--- config.mk ---
export PLATFORM = sky130hd
export DESIGN_NAME = seeded_partial_shuffle_sampler_unit
export DESIGN_NICKNAME = d
export VERILOG_FILES = /design/src/design/spss_pkg.sv /design/src/design/spss_sha.sv /design/src/design/spss_mod.sv /design/src/design/seeded_partial_shuffle_sampler_unit.sv
export SDC_FILE = /design/constraint.sdc
export NUM_CORES = 2
export LEC_CHECK = 0
export BUFFER_PORTS_ARGS = -buffer_cell sky130_fd_sc_hd__buf_2
export CORE_ASPECT_RATIO = 0.9
export CORE_MARGIN = 4
export CORE_UTILIZATION = 60
export DETAILED_ROUTE_END_ITERATION = 12
export PLACE_DENSITY = 0.81
export SYNTH_ARGS = -nofsm -noshare
export SYNTH_HDL_FRONTEND = slang
export SYNTH_SLANG_ARGS = --single-unit
--- constraint.sdc ---
create_clock -name clk -period 19.1 [get_ports clk]
set_clock_uncertainty 0.15 [all_clocks]
set_input_delay 3.82 -clock clk [delete_from_list [all_inputs] [get_ports clk]]
set_output_delay 3.82 -clock clk [all_outputs]
set_load 0.02 [all_outputs]
--- src/design/spss_pkg.sv ---
package spss_pkg;

  localparam int unsigned SEED_WORDS = 4;

  // Input function codes
  localparam logic FUNC_LOAD  = 1'b0;
  localparam logic FUNC_START = 1'b1;

  // SHA-256 round constants
  function automatic logic [31:0] sha_k(input logic [5:0] idx);
    logic [31:0] k;
    case (idx)
      6'd0: k = 32'h428a2f98; 6'd1: k = 32'h71374491; 6'd2: k = 32'hb5c0fbcf;
      6'd3: k = 32'he9b5dba5; 6'd4: k = 32'h3956c25b; 6'd5: k = 32'h59f111f1;
      6'd6: k = 32'h923f82a4; 6'd7: k = 32'hab1c5ed5; 6'd8: k = 32'hd807aa98;
      6'd9: k = 32'h12835b01; 6'd10: k = 32'h243185be; 6'd11: k = 32'h550c7dc3;
      6'd12: k = 32'h72be5d74; 6'd13: k = 32'h80deb1fe; 6'd14: k = 32'h9bdc06a7;
      6'd15: k = 32'hc19bf174; 6'd16: k = 32'he49b69c1; 6'd17: k = 32'hefbe4786;
      6'd18: k = 32'h0fc19dc6; 6'd19: k = 32'h240ca1cc; 6'd20: k = 32'h2de92c6f;
      6'd21: k = 32'h4a7484aa; 6'd22: k = 32'h5cb0a9dc; 6'd23: k = 32'h76f988da;
      6'd24: k = 32'h983e5152; 6'd25: k = 32'ha831c66d; 6'd26: k = 32'hb00327c8;
      6'd27: k = 32'hbf597fc7; 6'd28: k = 32'hc6e00bf3; 6'd29: k = 32'hd5a79147;
      6'd30: k = 32'h06ca6351; 6'd31: k = 32'h14292967; 6'd32: k = 32'h27b70a85;
      6'd33: k = 32'h2e1b2138; 6'd34: k = 32'h4d2c6dfc; 6'd35: k = 32'h53380d13;
      6'd36: k = 32'h650a7354; 6'd37: k = 32'h766a0abb; 6'd38: k = 32'h81c2c92e;
      6'd39: k = 32'h92722c85; 6'd40: k = 32'ha2bfe8a1; 6'd41: k = 32'ha81a664b;
      6'd42: k = 32'hc24b8b70; 6'd43: k = 32'hc76c51a3; 6'd44: k = 32'hd192e819;
      6'd45: k = 32'hd6990624; 6'd46: k = 32'hf40e3585; 6'd47: k = 32'h106aa070;
      6'd48: k = 32'h19a4c116; 6'd49: k = 32'h1e376c08; 6'd50: k = 32'h2748774c;
      6'd51: k = 32'h34b0bcb5; 6'd52: k = 32'h391c0cb3; 6'd53: k = 32'h4ed8aa4a;
      6'd54: k = 32'h5b9cca4f; 6'd55: k = 32'h682e6ff3; 6'd56: k = 32'h748f82ee;
      6'd57: k = 32'h78a5636f; 6'd58: k = 32'h84c87814; 6'd59: k = 32'h8cc70208;
      6'd60: k = 32'h90befffa; 6'd61: k = 32'ha4506ceb; 6'd62: k = 32'hbef9a3f7;
      default: k = 32'hc67178f2;
    endcase
    return k;
  endfunction

  localparam logic [255:0] SHA_INIT = {
    32'h6a09e667, 32'hbb67ae85, 32'h3c6ef372, 32'ha54ff53a,
    32'h510e527f, 32'h9b05688c, 32'h1f83d9ab, 32'h5be0cd19};

  function automatic logic [31:0] rotr(input logic [31:0] x, input int unsigned n);
    return (x >> n) | (x << (32 - n));
  endfunction

  function automatic logic [31:0] bswap(input logic [31:0] x);
    return {x[7:0], x[15:8], x[23:16], x[31:24]};
  endfunction

endpackage

--- src/design/spss_sha.sv ---
// One SHA-256 compression of seed || counter, one round per cycle.
module spss_sha (
  input  logic         clk,
  input  logic         rst,
  input  logic         start,
  input  logic [255:0] seed,     // seed byte 0 in bits 7:0
  input  logic [31:0]  counter,
  output logic         done,
  output logic [63:0]  word      // first 8 digest bytes, little endian
);
  import spss_pkg::*;

  logic [31:0] w [16];
  logic [31:0] a, b, c, d, e, f, g, h;
  logic [5:0]  rnd;
  logic        busy;

  logic [31:0] s0, s1, wn, t1, t2, bs0, bs1, ch, mj;
  logic [31:0] h0, h1;

  always_comb begin
    s0  = rotr(w[1], 7) ^ rotr(w[1], 18) ^ (w[1] >> 3);
    s1  = rotr(w[14], 17) ^ rotr(w[14], 19) ^ (w[14] >> 10);
    wn  = w[0] + s0 + w[9] + s1;
    bs1 = rotr(e, 6) ^ rotr(e, 11) ^ rotr(e, 25);
    ch  = (e & f) ^ (~e & g);
    bs0 = rotr(a, 2) ^ rotr(a, 13) ^ rotr(a, 22);
    mj  = (a & b) ^ (a & c) ^ (b & c);
    t1  = h + bs1 + ch + sha_k(rnd) + w[0];
    t2  = bs0 + mj;
    h0  = SHA_INIT[255:224] + a;
    h1  = SHA_INIT[223:192] + b;
    word = {bswap(h1), bswap(h0)};
  end

  // round control
  always_ff @(posedge clk) begin
    if (rst) begin
      busy <= 1'b0;
      done <= 1'b0;
      rnd  <= '0;
    end else begin
      done <= !start && busy && (rnd == 6'd63);
      if (start) begin
        busy <= 1'b1;
        rnd  <= '0;
      end else if (busy) begin
        rnd <= rnd + 6'd1;
        if (rnd == 6'd63) begin
          busy <= 1'b0;
        end
      end
    end
  end

  // message schedule window and working variables
  always_ff @(posedge clk) begin
    if (start) begin
      for (int i = 0; i < 8; i++) begin
        w[i] <= bswap(seed[32*i +: 32]);
      end
      w[8]  <= bswap(counter);
      w[9]  <= 32'h8000_0000;
      for (int i = 10; i < 15; i++) begin
        w[i] <= '0;
      end
      w[15] <= 32'h0000_0120;
      {a, b, c, d, e, f, g, h} <= SHA_INIT;
    end else if (busy) begin
      for (int i = 0; i < 15; i++) begin
        w[i] <= w[i+1];
      end
      w[15] <= wn;
      h <= g; g <= f; f <= e; e <= d + t1;
      d <= c; c <= b; b <= a; a <= t1 + t2;
    end
  end
endmodule

--- src/design/spss_mod.sv ---
// 64-bit by 7-bit restoring remainder, one dividend bit per cycle.
module spss_mod (
  input  logic        clk,
  input  logic        rst,
  input  logic        start,
  input  logic [63:0] dividend,
  input  logic [6:0]  divisor,
  output logic        done,
  output logic [6:0]  rem
);
  logic [63:0] shreg;
  logic [6:0]  cnt;
  logic        busy;
  logic [7:0]  trial;

  assign trial = {rem, shreg[63]};

  always_ff @(posedge clk) begin
    if (rst) begin
      busy <= 1'b0;
      done <= 1'b0;
      cnt  <= '0;
    end else begin
      done <= !start && busy && (cnt == 7'd63);
      if (start) begin
        busy <= 1'b1;
        cnt  <= '0;
      end else if (busy) begin
        cnt <= cnt + 7'd1;
        if (cnt == 7'd63) begin
          busy <= 1'b0;
        end
      end
    end
  end

  always_ff @(posedge clk) begin
    if (start) begin
      shreg <= dividend;
      rem   <= '0;
    end else if (busy) begin
      shreg <= {shreg[62:0], 1'b0};
      if (trial >= {1'b0, divisor}) begin
        rem <= 7'(trial - {1'b0, divisor});
      end else begin
        rem <= trial[6:0];
      end
    end
  end
endmodule

--- src/design/seeded_partial_shuffle_sampler_unit.sv ---
// Channel | Dir | tdata (low bit up)                                | tuser / tlast
// s_axis  | in  | word_select[1:0] word_value[65:2] pool_size[72:66] | tuser=func
//         |     | winner_count[83:73], zero fill to 88 bits          |
// m_axis  | out | winner_position[5:0] winner_rank[11:6], 16 bits    | tlast=last
//
// A seed load or an empty draw is handled in S_IDLE. A draw with k < n fills the
// pool, then per winner runs SHA start, 64 rounds, 64 remainder steps, read and
// swap; SHA core and remainder unit set the rate. Each output beat passes through
// read, present and accept, plus any m_axis_tready stall.
// Synchronous reset clears the seed and control.
// The output stalls on m_axis_tready; s_axis_tready stays low until the draw ends.
module seeded_partial_shuffle_sampler_unit #(
  parameter int unsigned MAX_POOL = 64
) (
  input  logic        clk,
  input  logic        rst,
  input  logic        s_axis_tvalid,
  output logic        s_axis_tready,
  input  logic [87:0] s_axis_tdata,   // word_select, word_value, pool_size, winner_count
  input  logic        s_axis_tuser,   // func
  output logic        m_axis_tvalid,
  input  logic        m_axis_tready,
  output logic [15:0] m_axis_tdata,   // winner_position, winner_rank
  output logic        m_axis_tlast    // last
);
  import spss_pkg::*;

  localparam int unsigned AW = $clog2(MAX_POOL);
  localparam logic [6:0] MAXP = 7'(MAX_POOL);

  typedef enum logic [6:0] {
    S_IDLE  = 7'b0000001, S_FILL = 7'b0000010, S_HASH = 7'b0000100,
    S_READ  = 7'b0001000, S_SWAP = 7'b0010000, S_FETCH = 7'b0100000,
    S_EMIT  = 7'b1000000
  } state_t;

  state_t state;
  logic [63:0] seed_store [SEED_WORDS];
  logic [AW-1:0] pool_order [MAX_POOL];
  logic [AW-1:0] rd_a, rd_b;
  logic [6:0] n, cnt, i;
  logic [6:0] draw_step;
  logic       shuffle;
  logic       shuffle_wait;

  logic        sha_start, sha_done, mod_start, mod_done;
  logic [63:0] sha_word;
  logic [6:0]  rem;
  logic [6:0]  n_in;
  logic [10:0] k_in;
  logic        acc;

  assign s_axis_tready = (state == S_IDLE);
  assign acc  = s_axis_tvalid && s_axis_tready;
  assign n_in = (s_axis_tdata[72:66] > MAXP) ? MAXP : s_axis_tdata[72:66];
  assign k_in = s_axis_tdata[83:73];
  assign sha_start = (state == S_HASH) && !shuffle_wait;
  assign mod_start = sha_done;

  spss_sha u_sha (
    .clk(clk), .rst(rst), .start(sha_start),
    .seed({seed_store[3], seed_store[2], seed_store[1], seed_store[0]}),
    .counter({25'd0, i}), .done(sha_done), .word(sha_word)
  );

  spss_mod u_mod (
    .clk(clk), .rst(rst), .start(mod_start), .dividend(sha_word),
    .divisor(7'(n - i)), .done(mod_done), .rem(rem)
  );

  logic [6:0] idx;
  assign idx = 7'(rem + i);

  always_ff @(posedge clk) begin
    if (rst) begin
      state <= S_IDLE;
      for (int j = 0; j < SEED_WORDS; j++) begin
        seed_store[j] <= '0;
      end
      draw_step <= '0;
      shuffle_wait <= 1'b0;
      i <= '0; n <= '0; cnt <= '0; shuffle <= 1'b0;
      m_axis_tvalid <= 1'b0;
    end else begin
      case (state)
        S_IDLE: begin
          if (acc) begin
            if (s_axis_tuser == FUNC_LOAD) begin
              seed_store[s_axis_tdata[1:0]] <= s_axis_tdata[65:2];
            end else begin
              n <= n_in;
              i <= '0;
              if (n_in == 7'd0 || k_in == 11'd0) begin
                draw_step <= '0;
              end else begin
                shuffle <= ({4'd0, n_in} > k_in);
                cnt <= ({4'd0, n_in} > k_in) ? 7'(k_in) : n_in;
                draw_step <= ({4'd0, n_in} > k_in) ? 7'(k_in) : n_in;
                state <= S_FILL;
              end
            end
          end
        end
        S_FILL: begin
          pool_order[i[AW-1:0]] <= i[AW-1:0];
          if (i == n - 7'd1) begin
            i <= '0;
            state <= shuffle ? S_HASH : S_FETCH;
            shuffle_wait <= 1'b0;
          end else begin
            i <= i + 7'd1;
          end
        end
        S_HASH: begin
          if (mod_done) begin
            shuffle_wait <= 1'b0;
            state <= S_READ;
          end else begin
            shuffle_wait <= 1'b1;
          end
        end
        // registered read of both swap entries
        S_READ: begin
          rd_a <= pool_order[i[AW-1:0]];
          rd_b <= pool_order[idx[AW-1:0]];
          state <= S_SWAP;
        end
        S_SWAP: begin
          pool_order[i[AW-1:0]] <= rd_b;
          if (idx != i) begin
            pool_order[idx[AW-1:0]] <= rd_a;
          end
          if (i == cnt - 7'd1) begin
            i <= '0;
            state <= S_FETCH;
          end else begin
            i <= i + 7'd1;
            state <= S_HASH;
          end
        end
        // registered read of the next winner
        S_FETCH: begin
          rd_a <= pool_order[i[AW-1:0]];
          state <= S_EMIT;
        end
        S_EMIT: begin
          if (!m_axis_tvalid) begin
            m_axis_tvalid <= 1'b1;
            m_axis_tdata  <= {4'd0, i[5:0], 6'(rd_a)};
            m_axis_tlast  <= (i == cnt - 7'd1);
          end else if (m_axis_tready) begin
            m_axis_tvalid <= 1'b0;
            if (m_axis_tlast) begin
              state <= S_IDLE;
            end else begin
              i <= i + 7'd1;
              state <= S_FETCH;
            end
          end
        end
        default: state <= S_IDLE;
      endcase
    end
  end
endmodule

==> qor.txt <==
OUTCOME
----------------------------------------------------------------------------------------
Outcome ................................................................... finished, final reports clean

YOSYS
----------------------------------------------------------------------------------------
Most numerous cell types in the synthesized netlist ....................... sky130_fd_sc_hd__edfxtp_1, sky130_fd_sc_hd__nand2_1, sky130_fd_sc_hd__nor2_1
Mapped Area ...............................................................   86100 um^2
Library cell with the largest summed area after synthesis ................. sky130_fd_sc_hd__edfxtp_1
Ys async rst share ........................................................           0%
Post-synth EDFFs ..........................................................         1241
Synthesized instance count ................................................         8285
Distinct cell type count of the synthesized netlist .......................           93
Synth warnings ............................................................            0
Top_reg_cell synth ........................................................ sky130_fd_sc_hd__edfxtp_1
Area share of the leading cell type in the synthesized netlist ............       43.28%
Mean instance size in the synthesized netlist .............................   10.39 um^2
Biggest area contributors in the synthesized netlist ...................... sky130_fd_sc_hd__edfxtp_1, sky130_fd_sc_hd__dfxtp_1, sky130_fd_sc_hd__nand2_1, sky130_fd_sc_hd__fa_1, sky130_fd_sc_hd__mux2i_1
Most common cell in the synthesized netlist ............................... sky130_fd_sc_hd__edfxtp_1
Portion of the post-synthesis area used by sequential elements ............       51.26%
Flops & latches, synth ....................................................         1584

CRITICAL PATH
----------------------------------------------------------------------------------------
Most numerous cell on the critical path ................................... sky130_fd_sc_hd__inv_1
Maximum fanout count along the critical path ..............................            6
Critical Path End Type ....................................................     register
Data required time of the worst path ......................................     19.59 ns
Slack of the worst reg-to-reg path ........................................     10.61 ns
Element type at the critical path start ...................................     register
Startpoint of the worst register-to-register path .........................  u_sha.e[27]
Critical path class .......................................................   reg -> reg
Setup crit start ..........................................................  u_sha.e[27]
Worst reg2reg endpoint ....................................................  u_sha.a[29]
Worst-path cell with the longest stage delay .............................. sky130_fd_sc_hd__dfxtp_1
Slowest cell delay on critical path .......................................      0.70 ns
Arrival time of data at the critical path endpoint ........................      8.98 ns
Worst Reg-to-Reg Cells ....................................................           30

STA
----------------------------------------------------------------------------------------
Count of endpoints failing setup in the final report ......................            0
Final hold violations .....................................................            0
Max Clock Freq ............................................................    117.8 MHz
Setup repair after global routing missed its margin .......................        false
Tcrit/Tclk final ..........................................................       44.45%
Number of pins exceeding their max-slew limit in the final report .........            0
Final total negative setup slack ..........................................         0 ns
Relative max-transition margin ............................................       3.732%
Min cycle time layout .....................................................     8.490 ns
Actual transition at the worst max-transition pin .........................     1.429 ns

DRT
----------------------------------------------------------------------------------------
Total Routed Length .......................................................    254600 um
Routed wirelength normalized by instance count ............................     25.30 um
Count of antenna-violating nets left after detailed routing ...............            0
Total vias in the final route .............................................        66140
Detailed-route vias per instance ..........................................        6.573
DRC violation count after routing .........................................            0
Iteration-0 DRC Markers ...................................................        10170
Number of search-and-repair iterations in the first detailed-routing pass .            8

CLOCK TREE
----------------------------------------------------------------------------------------
Clock root buffer ......................................................... sky130_fd_sc_hd__clkbuf_16
H-tree lvl count ..........................................................            4
Hold-fix buffers at CTS ...................................................            0
CTS clk-pin slew, worst paths .............................................      0.06 ns
Count of clock tree sinks .................................................         1584
Post-CTS sizing ...........................................................            0
Bufs on Longest Clock Path ................................................            3
Number of setup buffers added after CTS ...................................            0
Num CTS Buffers ...........................................................          160
CTS tree ..................................................................         done
Clock insertion delay at the later pin of the skew report .................      0.81 ns

GRT
----------------------------------------------------------------------------------------
Largest net degree at the start of global routing .........................          188
GRT Max-Usage Layer .......................................................         met2
Antenna violations before repair ..........................................           10
Total global-route track usage ............................................       33.01%
GRT met2 Usage ............................................................       48.30%
Met3 Use GR ...............................................................       8.549%
Via count of the first global-routing pass ................................        62880
GR Util met1 ..............................................................       46.14%
Global-route wire length before repair ....................................    381700 um
Global route total overflow ...............................................            0

PLACE
----------------------------------------------------------------------------------------
Count of buffers inserted at the top-level ports ..........................          103
Cell count after placement ................................................         9753
Dpl cell area .............................................................   87660 um^2
Routability Congestion ....................................................       0.9790
DP HPWL ...................................................................    166700 um

LAYOUT
----------------------------------------------------------------------------------------
Area Growth Syn to Fin ....................................................       7.987%
Fin cells .................................................................        10060
Fill cell count ...........................................................        10450
Layout cell share with drive strength beyond 1 ............................       8.476%
Final net count ...........................................................         8509
Footprint of the flip-flops and latches ...................................   44140 um^2
Area occupied by multi-input gates ........................................   38630 um^2
Final Util ................................................................       65.42%
Non-Filler Cell Area, Final ...............................................   92970 um^2

DIE
----------------------------------------------------------------------------------------
Die height ................................................................     367.4 um
I/O pin count .............................................................          112
Die span in x .............................................................     407.3 um
Core Area .................................................................  142100 um^2
Effective utilization at floorplan ........................................       60.59%
Cell Rows .................................................................          131
Die Outline Area ..........................................................  149600 um^2

MIN PATH
----------------------------------------------------------------------------------------
Tightest Hold Check Type ..................................................   reg -> reg
Worst hold path depth .....................................................            2
Hold path startpoint ......................................................  u_sha.d[12]
Endpoint of the worst hold-timing path ....................................  u_sha.d[12]

JOB
----------------------------------------------------------------------------------------
Count of maximum capacitance violations ...................................            0

-- per-layer routing --
metal | share of wire, % | up-vias
met5 | 0.015 | -
met4 | 5.6 | 4
met3 | 13 | 995
met2 | 43 | 4554
met1 | 39 | 31820
li1 | - | 28770
-- critical path: cells and delay by family (launching register included) --
kind / cells / cell delay [ns]
XOR/XNOR: 3 / 0.71
AND/OR/NAND/NOR: 4 / 0.48
AO/OA/AOI/OAI: 12 / 3.16
flip-flops: 1 / 0.70
buffers and inverters: 5 / 0.37
adder cells (fa/ha/maj): 6 / 2.71
-- layout by cell type, fill, tap and decap left out, types with 29 or more instances in the layout --
master / instances
sky130_fd_sc_hd__a211oi_1: 48
sky130_fd_sc_hd__a21o_1: 66
sky130_fd_sc_hd__a21oi_1: 550
sky130_fd_sc_hd__a221oi_1: 48
sky130_fd_sc_hd__a22o_1: 37
sky130_fd_sc_hd__a22oi_1: 227
sky130_fd_sc_hd__a31oi_1: 56
sky130_fd_sc_hd__and2_1: 439
sky130_fd_sc_hd__and3_1: 78
sky130_fd_sc_hd__buf_2: 103
sky130_fd_sc_hd__buf_4: 116
sky130_fd_sc_hd__clkbuf_1: 29
sky130_fd_sc_hd__clkbuf_16: 162
sky130_fd_sc_hd__clkinv_1: 36
sky130_fd_sc_hd__dfxtp_1: 341
sky130_fd_sc_hd__edfxtp_1: 1241
sky130_fd_sc_hd__fa_1: 189
sky130_fd_sc_hd__ha_1: 172
sky130_fd_sc_hd__inv_1: 284
sky130_fd_sc_hd__mux2_2: 135
sky130_fd_sc_hd__mux2i_1: 287
sky130_fd_sc_hd__nand2_1: 1211
sky130_fd_sc_hd__nand2b_1: 39
sky130_fd_sc_hd__nand3_1: 116
sky130_fd_sc_hd__nand4_1: 113
sky130_fd_sc_hd__nor2_1: 692
sky130_fd_sc_hd__nor2b_1: 31
sky130_fd_sc_hd__nor3_1: 75
sky130_fd_sc_hd__o211ai_1: 54
sky130_fd_sc_hd__o21ai_0: 286
sky130_fd_sc_hd__o22ai_1: 31
sky130_fd_sc_hd__xnor2_1: 322
sky130_fd_sc_hd__xor2_1: 136
-- registers in the layout (all words and copies together) (netlist names), 12 cells and up, named ones only --
register      count
m_axis_tdata     12
pool_order      384
seed_store      256
u_mod.shreg      64
u_sha.a          32
u_sha.b          32
u_sha.c          32
u_sha.d          32
u_sha.e          32
u_sha.f          32
u_sha.g          32
u_sha.h          32
u_sha.w         512
-- cell type report --
cell class                      instances  share of cell area, %
Clock buffer                          198                  4.581
Multi-Input combinational cell       5792                  41.55
Antenna cell                           12                0.03230
Inverter                              293                  1.191
Timing Repair Buffer                  222                  1.556
Tap cell                             1862                  2.506
Sequential cell                      1584                  47.48
Clock inverter                         99                  1.105
-- how the worst max path moves through the flow --
stage | end | slack, ns
after floorplan | u_sha.a[30] | 6.79
after global placement | u_sha.a[27] | 11.02
after detailed placement | u_sha.a[29] | 10.94
after CTS | u_sha.a[29] | 10.84
after global routing | u_sha.a[29] | 10.32
final | u_sha.a[29] | 10.61
-- cell families (layout without fill, tap and decap cells) --
logic type      count (synthesis)  count (layout)  share of synthesized area, %
flops                        1584            1584                         51.26
simple gates                 2910            2910                         15.46
compound gates               1586            1586                         11.65
other cells                     1              16                      0.004356
fa+ha+maj                     385             385                         7.188
buf+inv                       912             812                         4.145
mux                           441             441                         5.512
xor+xnor                      466             466                         4.783
-- stage by stage --
step / hold WS (ns) / setup slack (ns)
after floorplan: 0.2744 / 6.788
after global placement: 0.3130 / 11.02
after detailed placement: 0.3206 / 10.94
after CTS: 0.3368 / 10.84
after global routing: 0.3503 / 10.32
final: 0.3299 / 10.61
Power is not shown: default switching activity piles up to over one toggle a cycle in this logic, so the estimate is an artifact.
